===== src/design/ccpa_pkg.sv =====
// Shared codes, widths and types for the chain code polygon area block.
package ccpa_pkg;

    localparam int ACC_WIDTH   = 49;
    localparam int WHOLE_WIDTH = 46;

    localparam logic [7:0] CODE_SW   = 8'h31;
    localparam logic [7:0] CODE_S    = 8'h32;
    localparam logic [7:0] CODE_SE   = 8'h33;
    localparam logic [7:0] CODE_W    = 8'h34;
    localparam logic [7:0] CODE_END  = 8'h35;
    localparam logic [7:0] CODE_E    = 8'h36;
    localparam logic [7:0] CODE_NW   = 8'h37;
    localparam logic [7:0] CODE_N    = 8'h38;
    localparam logic [7:0] CODE_NE   = 8'h39;

    typedef struct packed {
        logic               is_move;
        logic               is_term;
        logic signed [1:0]  dx;
        logic signed [1:0]  dy;
    } step_t;

endpackage


===== src/design/ccpa_decode.sv =====
// Decodes one direction code into a unit step and its control bits.
module ccpa_decode
    import ccpa_pkg::*;
(
    input  logic [7:0] code,
    output step_t      step
);

    always_comb
    begin
        step.is_move = 1'b1;
        step.is_term = 1'b0;
        step.dx      = 2'sd0;
        step.dy      = 2'sd0;
        case (code)
            CODE_SW:
            begin
                step.dx = -2'sd1;
                step.dy = -2'sd1;
            end
            CODE_S:
            begin
                step.dy = -2'sd1;
            end
            CODE_SE:
            begin
                step.dx = 2'sd1;
                step.dy = -2'sd1;
            end
            CODE_W:
            begin
                step.dx = -2'sd1;
            end
            CODE_E:
            begin
                step.dx = 2'sd1;
            end
            CODE_NW:
            begin
                step.dx = -2'sd1;
                step.dy = 2'sd1;
            end
            CODE_N:
            begin
                step.dy = 2'sd1;
            end
            CODE_NE:
            begin
                step.dx = 2'sd1;
                step.dy = 2'sd1;
            end
            CODE_END:
            begin
                step.is_move = 1'b0;
                step.is_term = 1'b1;
            end
            default:
            begin
                step.is_move = 1'b0;
            end
        endcase
    end

endmodule


===== src/design/ccpa_datapath.sv =====
// Position, twice-area accumulator and range flag, with the area magnitude.
module ccpa_datapath
    import ccpa_pkg::*;
#(
    parameter int COORD_WIDTH = 24
)
(
    input  logic                    clk,
    input  logic                    rst_n,
    input  logic                    fire,
    input  step_t                   step,
    output logic [WHOLE_WIDTH-1:0]  area_whole,
    output logic                    area_half,
    output logic                    overflow
);

    localparam int TERM_WIDTH = COORD_WIDTH + 2;

    logic [COORD_WIDTH-1:0]  pos_x_reg, pos_x_next;
    logic [COORD_WIDTH-1:0]  pos_y_reg, pos_y_next;
    logic [ACC_WIDTH-1:0]    acc_reg, acc_next;
    logic                    err_reg, err_next;

    logic signed [TERM_WIDTH-1:0] ext_x, ext_y, part_x, part_y, term;
    logic [COORD_WIDTH:0]         nx_wide, ny_wide;
    logic [ACC_WIDTH-1:0]         mag;

    assign ext_x = {{2{pos_x_reg[COORD_WIDTH-1]}}, pos_x_reg};
    assign ext_y = {{2{pos_y_reg[COORD_WIDTH-1]}}, pos_y_reg};

    // Cross term x*dy - dx*y with unit steps reduces to adds and subtracts.
    always_comb
    begin
        case (step.dy)
            2'sd1:   part_x = ext_x;
            -2'sd1:  part_x = -ext_x;
            default: part_x = '0;
        endcase
        case (step.dx)
            2'sd1:   part_y = ext_y;
            -2'sd1:  part_y = -ext_y;
            default: part_y = '0;
        endcase
        term = part_x - part_y;
    end

    assign nx_wide = {pos_x_reg[COORD_WIDTH-1], pos_x_reg}
                     + {{(COORD_WIDTH-1){step.dx[1]}}, step.dx};
    assign ny_wide = {pos_y_reg[COORD_WIDTH-1], pos_y_reg}
                     + {{(COORD_WIDTH-1){step.dy[1]}}, step.dy};

    always_comb
    begin
        pos_x_next = pos_x_reg;
        pos_y_next = pos_y_reg;
        acc_next   = acc_reg;
        err_next   = err_reg;
        if (fire && step.is_term)
        begin
            pos_x_next = '0;
            pos_y_next = '0;
            acc_next   = '0;
            err_next   = 1'b0;
        end
        else if (fire && step.is_move)
        begin
            pos_x_next = nx_wide[COORD_WIDTH-1:0];
            pos_y_next = ny_wide[COORD_WIDTH-1:0];
            acc_next   = acc_reg
                         + {{(ACC_WIDTH-TERM_WIDTH){term[TERM_WIDTH-1]}}, term};
            // A carry out of the sign bit means the coordinate left its range.
            err_next   = err_reg
                         | (nx_wide[COORD_WIDTH] ^ nx_wide[COORD_WIDTH-1])
                         | (ny_wide[COORD_WIDTH] ^ ny_wide[COORD_WIDTH-1]);
        end
    end

    always_ff @(posedge clk or negedge rst_n)
    begin
        if (!rst_n)
        begin
            pos_x_reg <= '0;
            pos_y_reg <= '0;
            acc_reg   <= '0;
            err_reg   <= 1'b0;
        end
        else
        begin
            pos_x_reg <= pos_x_next;
            pos_y_reg <= pos_y_next;
            acc_reg   <= acc_next;
            err_reg   <= err_next;
        end
    end

    assign mag        = acc_reg[ACC_WIDTH-1] ? (~acc_reg + 1'b1) : acc_reg;
    assign area_whole = mag[WHOLE_WIDTH:1];
    assign area_half  = mag[0];
    assign overflow   = err_reg;

    a_term_clears: assert property (@(posedge clk) disable iff (!rst_n)
        (fire && step.is_term) |=>
            (pos_x_reg == '0 && pos_y_reg == '0 && acc_reg == '0 && !err_reg))
        else $error("state not cleared after terminator");

    a_idle_holds: assert property (@(posedge clk) disable iff (!rst_n)
        !(fire && (step.is_move || step.is_term)) |=>
            ($stable(acc_reg) && $stable(pos_x_reg) && $stable(pos_y_reg)))
        else $error("state changed without a move or terminator");

    a_err_source: assert property (@(posedge clk) disable iff (!rst_n)
        $rose(err_reg) |-> $past(fire && step.is_move))
        else $error("range flag set without a move");

endmodule


===== src/design/chain_code_polygon_area.sv =====
// Top level of the chain code polygon area block.
//
// Input channel: one 8-bit direction word per handshake (in_valid, in_stall).
// Keypad digits 1-4 and 6-9 move the lattice position one step; digit 5
// closes the polygon; every other code is dropped without effect.
// Output channel: one word per closed polygon (out_valid, out_stall) holding
// the absolute area as whole part plus half flag, and an overflow flag that
// is set when a coordinate left its signed COORD_WIDTH range on that path.
// Throughput is one word per cycle unless a terminator is held: the input
// register feeds the step logic and the accumulator updates in the same cycle,
// so a move held in the input register never waits. A terminator accepted into
// the input register is consumed from it once the result register is free;
// that consume loads the result register and raises out_valid.
// While out_stall holds a result, moves keep flowing; a second terminator
// waits in the input register, and only then is in_stall raised.
// Reset clears position, accumulator, overflow flag and both valid bits.
module chain_code_polygon_area
    import ccpa_pkg::*;
#(
    parameter int COORD_WIDTH = 24
)
(
    input  logic                    clk,
    input  logic                    rst_n,
    input  logic                    in_valid,
    output logic                    in_stall,
    input  logic [7:0]              code,
    output logic                    out_valid,
    input  logic                    out_stall,
    output logic [WHOLE_WIDTH-1:0]  area_whole,
    output logic                    area_half,
    output logic                    overflow
);

    logic                    in_valid_reg, in_valid_next;
    logic [7:0]              code_reg;
    logic                    out_valid_reg, out_valid_next;
    logic [WHOLE_WIDTH-1:0]  whole_reg;
    logic                    half_reg;
    logic                    ovf_reg;

    step_t                   step;
    logic                    out_free;
    logic                    consume;
    logic                    accept;
    logic                    load_out;
    logic [WHOLE_WIDTH-1:0]  whole_c;
    logic                    half_c;
    logic                    ovf_c;

    ccpa_decode u_decode
    (
        .code (code_reg),
        .step (step)
    );

    ccpa_datapath #(
        .COORD_WIDTH (COORD_WIDTH)
    ) u_datapath
    (
        .clk        (clk),
        .rst_n      (rst_n),
        .fire       (consume),
        .step       (step),
        .area_whole (whole_c),
        .area_half  (half_c),
        .overflow   (ovf_c)
    );

    assign out_free = !out_valid_reg || !out_stall;
    // Only a terminator needs room in the result register.
    assign consume  = in_valid_reg && (!step.is_term || out_free);
    assign in_stall = in_valid_reg && !consume;
    assign accept   = in_valid && !in_stall;
    assign load_out = consume && step.is_term;

    assign in_valid_next  = accept || (in_valid_reg && !consume);
    assign out_valid_next = load_out || (out_valid_reg && out_stall);

    always_ff @(posedge clk or negedge rst_n)
    begin
        if (!rst_n)
        begin
            in_valid_reg  <= 1'b0;
            out_valid_reg <= 1'b0;
        end
        else
        begin
            in_valid_reg  <= in_valid_next;
            out_valid_reg <= out_valid_next;
        end
    end

    always_ff @(posedge clk)
    begin
        if (accept)
        begin
            code_reg <= code;
        end
        if (load_out)
        begin
            whole_reg <= whole_c;
            half_reg  <= half_c;
            ovf_reg   <= ovf_c;
        end
    end

    assign out_valid  = out_valid_reg;
    assign area_whole = whole_reg;
    assign area_half  = half_reg;
    assign overflow   = ovf_reg;

    a_stall_needs_word: assert property (@(posedge clk) disable iff (!rst_n)
        in_stall |-> (in_valid_reg && step.is_term))
        else $error("input stalled without a held terminator");

    a_term_gives_result: assert property (@(posedge clk) disable iff (!rst_n)
        (in_valid_reg && !in_stall && step.is_term) |=> out_valid)
        else $error("terminator consumed but no result");

    a_blocked_term: assert property (@(posedge clk) disable iff (!rst_n)
        (out_valid && out_stall && in_valid_reg && step.is_term) |-> in_stall)
        else $error("terminator consumed while result register busy");

endmodule

===== config.mk =====
export PLATFORM = sky130hd
export DESIGN_NAME = chain_code_polygon_area
export DESIGN_NICKNAME = d
export VERILOG_FILES = /design/src/design/ccpa_pkg.sv /design/src/design/ccpa_decode.sv /design/src/design/ccpa_datapath.sv /design/src/design/chain_code_polygon_area.sv
export SDC_FILE = /design/constraint.sdc
export NUM_CORES = 1
export LEC_CHECK = 0
export BUFFER_PORTS_ARGS = -buffer_cell sky130_fd_sc_hd__buf_2
export CAP_MARGIN = 20
export CORE_MARGIN = 2
export CORE_UTILIZATION = 45
export DETAILED_ROUTE_END_ITERATION = 6
export PLACE_DENSITY = 0.62
export REMOVE_ABC_BUFFERS = 1
export SLEW_MARGIN = 20
export SYNTH_ARGS = -nofsm -noshare
export SYNTH_HDL_FRONTEND = slang
export SYNTH_HIERARCHICAL = 1
export SYNTH_SLANG_ARGS = --single-unit

===== constraint.sdc =====
create_clock -name clk -period 8.31 [get_ports clk]
set_clock_uncertainty 0.05 [all_clocks]
set_input_delay 0.831 -clock clk [delete_from_list [all_inputs] [get_ports clk]]
set_output_delay 0.831 -clock clk [all_outputs]
set_load 0.03 [all_outputs]

==> results.yml, run 1 <==
status:
  status: "finished clean"
synth:
  synthMuxAreaShare: 0.000744
  synth.cell_area_sq_mm: 0.0135
  ys_seq_elements: 156
  synthAdderAreaFrac: 0.127
  synth_compound_area_frac: 0.242
  synthSimpleGateAreaFrac: 0.169
  synth_edf_count: 56
  synthFlopType: "dfrtp_1"
  synth_top_family_by_area: "compound AO/OA/AOI/OAI gates"
  syn_inst: 1548
  yosysUniqueCellTypes: 70
  ys_seq_area_frac: 0.311
  synth_xor_area_frac: 0.126
  avgSynthCellArea_sq_um: 8.69
  synth-async-reset-ratio: 0.641
  synth_warnings: 6
power:
  vdd_ir_drop_max_mv: 0.130
  powerDensity_mw_per_mm2: 122
  leakagePower_nw: 6.70
  finalPower_mw: 1.81
grt:
  grt_pass1_wl_um: 53500
  grt_start_max_net_pins: 98
  antenna_found_initial: 0
  grt_pass1_vias: 10900
  grt_usage: 0.209
  grt-ovfl-total: 0
timing:
  rsz0062_at_grt: "no"
  finalCritPeriodShare: 0.885
  worst_slack_ps: 956
  finalWorstPathRequiredPeriod_ps: 7350
  hold_viol: 0
  holdWs_ps: 355
  finalMaxSlewViolations: 0
  clock.fmax_mhz: 136
  setup_viol: 0
  relSlewSlack: 0.491
  worstMarginPinSlew_ps: 756
clock_tree:
  cts_buffers: 17
  clkTransAtPathRegs_ps: 70
  clock_path_buffers: 2
  cts_resized: 0
  cts_tree: "built"
  cts_htree_levels: 4
  ctsRootBufferMaster: "clkbuf_16"
  clock_latency_ps: 440
  clock-sinks: 156
  holdBufCountCts: 0
  post_cts_buffers: 0
die:
  die_h_um: 177
  die_w_um: 177
  num_io_pins: 62
  start_util: 0.455
  die_area_sq_mm: 0.0313
  rows: 63
  core-area_sq_mm: 0.0296
finish:
  areaGrowthSynthToFinish_pct: 10.4
  drive_above_1_share: 0.0858
  layout.nets: 1741
  nFillCells: 2813
  num_antenna_cells: 0
  largest_reg_flops: 49
hold_path:
  hold_class: "in2async"
job:
  max_cap_viol_count: 0
route:
  route.detailed.wl_per_inst_um: 15.9
  drt_iter0_drc: 723
  vias_per_cell: 5.69
  drc: 0
  drt_pass1_iterations: 7
  drt_wl_total_um: 31700
  vias: 11400
  ant_nets: 0
setup_path:
  regToRegSetupSlack_ps: 960
  crit_path_end_kind: "flop"
  path_class: "reg2reg"
  timing.rr.end: "u_datapath/acc_reg[48]"
  r2r_cells: 25
  cp-startpoint: "code_reg[3]"
  crit_arrival_ps: 7620
  required_ps: 8580
  crit-reg2reg-launch: "code_reg[3]"
  worstSetupEndpoint: "u_datapath/acc_reg[48]"
  cp-start-kind: "flop"
  worst-path-max-fanout: 51
place:
  dp_hpwl_um: 23700
  port_buffers: 61
  pre_cts_ws_ps: 831
  gp_congestion: 0.852
-- synth_stat cells, types with 5 or more instances --
cell type,number,area share
a32o_1,5,0.0037
or3_1,21,0.0098
a31oi_1,10,0.0047
clkbuf_1,45,0.013
and2_1,27,0.013
a22o_1,15,0.0098
and4_1,5,0.0033
dfrtp_1,100,0.19
nand2b_1,19,0.0088
ha_1,130,0.12
nor3_1,20,0.0074
nor2b_1,15,0.0070
or4_1,13,0.0073
o211ai_1,5,0.0028
xnor2_1,140,0.091
a21o_1,54,0.030
nand4_1,14,0.0065
nor4_1,7,0.0033
o21ai_0,170,0.063
and3_1,10,0.0047
o21bai_1,21,0.012
edfxtp_1,56,0.12
or2_2,8,0.0037
a21oi_1,117,0.044
a211o_1,5,0.0033
nand2_1,205,0.057
o21a_1,14,0.0078
nand3_1,21,0.0078
inv_1,39,0.011
nor2_1,60,0.017
o41ai_1,13,0.0085
xor2_1,53,0.035
a211oi_1,15,0.0084
o31ai_1,27,0.015
-- cell type report --
cell class,instances,area (sq um),area share
clock buffers,22,518,0.0349
clock inverters,10,70.1,0.00472
inverters,39,146,0.00986
multi-input cells,1305,9000,0.606
flip-flops and latches,156,4180,0.282
well taps,390,488,0.0329
repair buffers,76,444,0.0299
-- stage by stage --
stage          TNS (ps)  area (sq um)  cells   util
6_report              0         14800   1998  0.502
5_1_grt               0         14800   1998  0.502
4_1_cts               0         14800   1996  0.501
3_5_place_dp          0         14200   1964  0.481
3_3_place_gp          0         14200   1964  0.481
2_1_floorplan    -27550         13300   1500      -
-- layout by cell type (no fill, tap or decap), types with 15 or more instances in the layout --
cell type and n:
a21o_1 54, a21oi_1 116, a22o_1 15, and2_1 27, buf_2 60, clkbuf_16 20
dfrtp_1 100, edfxtp_1 56, ha_1 130, inv_1 39, nand2_1 205, nand2b_1 19
nand3_1 21, nor2_1 59, nor2b_1 15, nor3_1 19, o21ai_0 170, o21bai_1 21
o31ai_1 27, or3_1 21, xnor2_1 140, xor2_1 52
-- worst min-delay path by stage --
stage / from / end / cells past startpoint
finish: rst_n / u_datapath/pos_x_reg[14] / 1
global route: rst_n / u_datapath/pos_x_reg[14] / 1
CTS: rst_n / u_datapath/pos_x_reg[14] / 1
detailed placement: u_datapath/overflow / overflow / 0
global placement: u_datapath/overflow / overflow / 0
floorplan: u_datapath/overflow / overflow / 0
-- power breakdown --
group | leakage, nW | switching [mW] | internal [mW]
Combinational | 4.55 | 0.114 | 0.0737
Clock | 0.294 | 0.340 | 0.446
Sequential | 1.86 | 0.0205 | 0.811
-- critical path, stage by stage, from the launching register on --
cell and delay [ps]:
edfxtp_1 480, nand4b_1 360, nor3_2 240, buf_4 480, o21ai_0 210, xnor2_1 160, and2_1 170, ha_1 340
or4_1 520, o21ai_0 110, a211oi_1 80, a211o_1 340, a221oi_1 530, o41ai_1 210, xor2_2 590, ha_1 430
a21oi_1 340, o21bai_1 150, a221o_1 340, a221oi_1 300, o21ai_0 150, nor3_1 150, a21oi_1 100, xnor2_1 150
a21oi_1 140, o22ai_1 90
-- per-layer routing --
metal,vias to the layer above,track usage,wire [um]
met5,-,0,0
met4,0,0.0572,527
met3,29,0.0290,928
met2,199,0.334,14100
met1,5354,0.295,16100
li1,5784,-,-
-- logic make-up (layout without fill, tap and decap cells) --
group                      after synthesis  after routing
and+or+nand+nor                        463            463
buffers and inverters                   87            147
xor gates and xnor gates               193            193
muxes                                    1              1
adders and majority gates              134            134
DFF                                    156            156
AOI/OAI and AO/OA                      514            514
No activity file was read; power rests on OpenSTA's default activity.
==> inputs of run 2 (changes only) <==
--- a/config.mk
+++ b/config.mk
@@ -8,11 +8,10 @@
 export BUFFER_PORTS_ARGS = -buffer_cell sky130_fd_sc_hd__buf_2
 export CAP_MARGIN = 20
 export CORE_MARGIN = 2
-export CORE_UTILIZATION = 45
+export CORE_UTILIZATION = 43
 export DETAILED_ROUTE_END_ITERATION = 6
-export PLACE_DENSITY = 0.62
+export PLACE_DENSITY = 0.59
 export REMOVE_ABC_BUFFERS = 1
-export SLEW_MARGIN = 20
 export SYNTH_ARGS = -nofsm -noshare
 export SYNTH_HDL_FRONTEND = slang
 export SYNTH_HIERARCHICAL = 1
==> run 2 against run 1 <==
Design area is 0.56% lower. Die area increased by 4.5%. Count of clock-buffer cells in the layout down 2. Combinational power rose by 3%. Critical path type unchanged. Largest cell class unchanged.
==> results.yml, run 2 (same netlist as run 1, synthesis figures left out) <==
status:
  status: "finished clean"
setup_path:
  path_class: "reg2reg"
  crit_top_cell: "a21oi_1"
  required_ps: 8620
  crit_path_end_kind: "flop"
  cp-start-kind: "flop"
  worst-path-max-fanout: 28
  critPathMaxStageDelay_ps: 800
  slowest_stage: "a211oi_4"
  crit_arrival_ps: 7830
finish:
  final_common_cell: "nand2_1"
  layout_common_cells: "nand2_1 (205), o21ai_0 (170), xnor2_1 (140)"
  areaGrowthSynthToFinish_pct: 9.75
  largest_reg_flops: 49
  layout.nets: 1738
  drive_above_1_share: 0.0822
  num_antenna_cells: 0
route:
  vias: 11300
  route.detailed.wl_per_inst_um: 15.8
  ant_nets: 0
  drc: 0
  vias_per_cell: 5.64
  drt_pass1_iterations: 5
  drt_iter0_drc: 658
  drt_wl_total_um: 31600
power:
  seqPwrFrac: 0.468
  powerDensity_mw_per_mm2: 120
  finalPower_mw: 1.77
  swShare: 0.263
  leakagePower_nw: 6.64
  vdd_ir_drop_max_mv: 0.124
  p_sw_uw: 464
  p_clk_frac: 0.423
  combPwrFrac: 0.109
  internal_power_mw: 1.30
timing:
  finalWorstPathRequiredPeriod_ps: 7520
  rsz0062_at_grt: "no"
  finalMaxSlewViolations: 0
  clock.fmax_mhz: 133
  relSlewSlack: 0.364
  setup_viol: 0
  worstMarginPinSlew_ps: 947
  hold_viol: 0
  holdWs_ps: 293
  fin_setup_tns_ps: 0
  finalCritPeriodShare: 0.905
clock_tree:
  clock_path_buffers: 2
  post_cts_buffers: 0
  clock-sinks: 156
  cts_resized: 0
  cts_tree: "built"
  ctsRootBufferMaster: "clkbuf_16"
  clock_latency_ps: 440
  clkTransAtPathRegs_ps: 70
  holdBufCountCts: 0
  cts_buffers: 17
  cts_htree_levels: 4
grt:
  grt_start_max_net_pins: 69
  antenna_found_initial: 0
  grt_pass1_wl_um: 53500
  grt_usage: 0.196
  grt_pass1_vias: 10800
  grt-ovfl-total: 0
job:
  max_cap_viol_count: 0
hold_path:
  hold_class: "in2async"
die:
  die_area_sq_mm: 0.0327
  core-area_sq_mm: 0.0307
  num_io_pins: 62
  start_util: 0.439
  rows: 64
  die_w_um: 181
  die_h_um: 181
place:
  gp_congestion: 0.864
  port_buffers: 61
  dp_hpwl_um: 23800
-- run 2: cell type report --
| class | count | area (sq um) |
|---|---|---|
| clock inverter | 12 | 97.6 |
| inverter | 39 | 146 |
| timing repair buffer | 73 | 398 |
| fill | 3002 | 15900 |
| tap | 396 | 495 |
| sequential | 156 | 4180 |
| multi-input combinational | 1305 | 9000 |
| clock buffer | 20 | 447 |
-- run 2: critical path, delay by kind of cell (launching register included) --
kind / cells / cell delay (ps)
buf+inv: 1 / 360
simple gates: 7 / 1740
fa+ha+maj: 2 / 600
xor+xnor: 2 / 770
flops: 1 / 450
compound gates: 13 / 3470
-- run 2: power by group through the flow --
stage / clock, mW / sequential, mW / combinational [mW]
2_1_floorplan: 0 / 0.847 / 0.125
3_3_place_gp: 0 / 0.840 / 0.191
3_5_place_dp: 0 / 0.841 / 0.194
4_1_cts: 0.767 / 0.825 / 0.195
5_1_grt: 0.803 / 0.827 / 0.216
6_report: 0.747 / 0.826 / 0.193
-- run 2: layer usage --
metal  GRT usage  wire length (um)  vias up
met4      0.0468               416        0
li1            -                 -     5798
met2       0.306             13800      169
met5           0                 0        -
met3      0.0264               995       32
met1       0.287             16300     5288
-- run 2: through the flow --
stage          std cells  setup slack (ps)  cell area, sq um  utilization
6_report            2001               793             14800        0.481
3_3_place_gp        1969               982             14200        0.464
3_5_place_dp        1969               799             14200        0.464
4_1_cts             2001               787             14800        0.481
5_1_grt             2001              5.28             14800        0.481
2_1_floorplan       1500             -1690             13300            -
-- run 2: path summary, 6_finish.rpt --
path	start	end	slack, ps	cells after the start
min reg2reg	u_datapath/overflow	overflow	410	0
max in group asynchronous	rst_n	u_datapath/acc_reg[27]	6640	2
max reg2reg	code_reg[0]	u_datapath/acc_reg[47]	790	25
min in group clk	u_datapath/overflow	overflow	410	0
min	rst_n	u_datapath/pos_x_reg[1]	290	1
max	code_reg[0]	u_datapath/acc_reg[47]	790	25
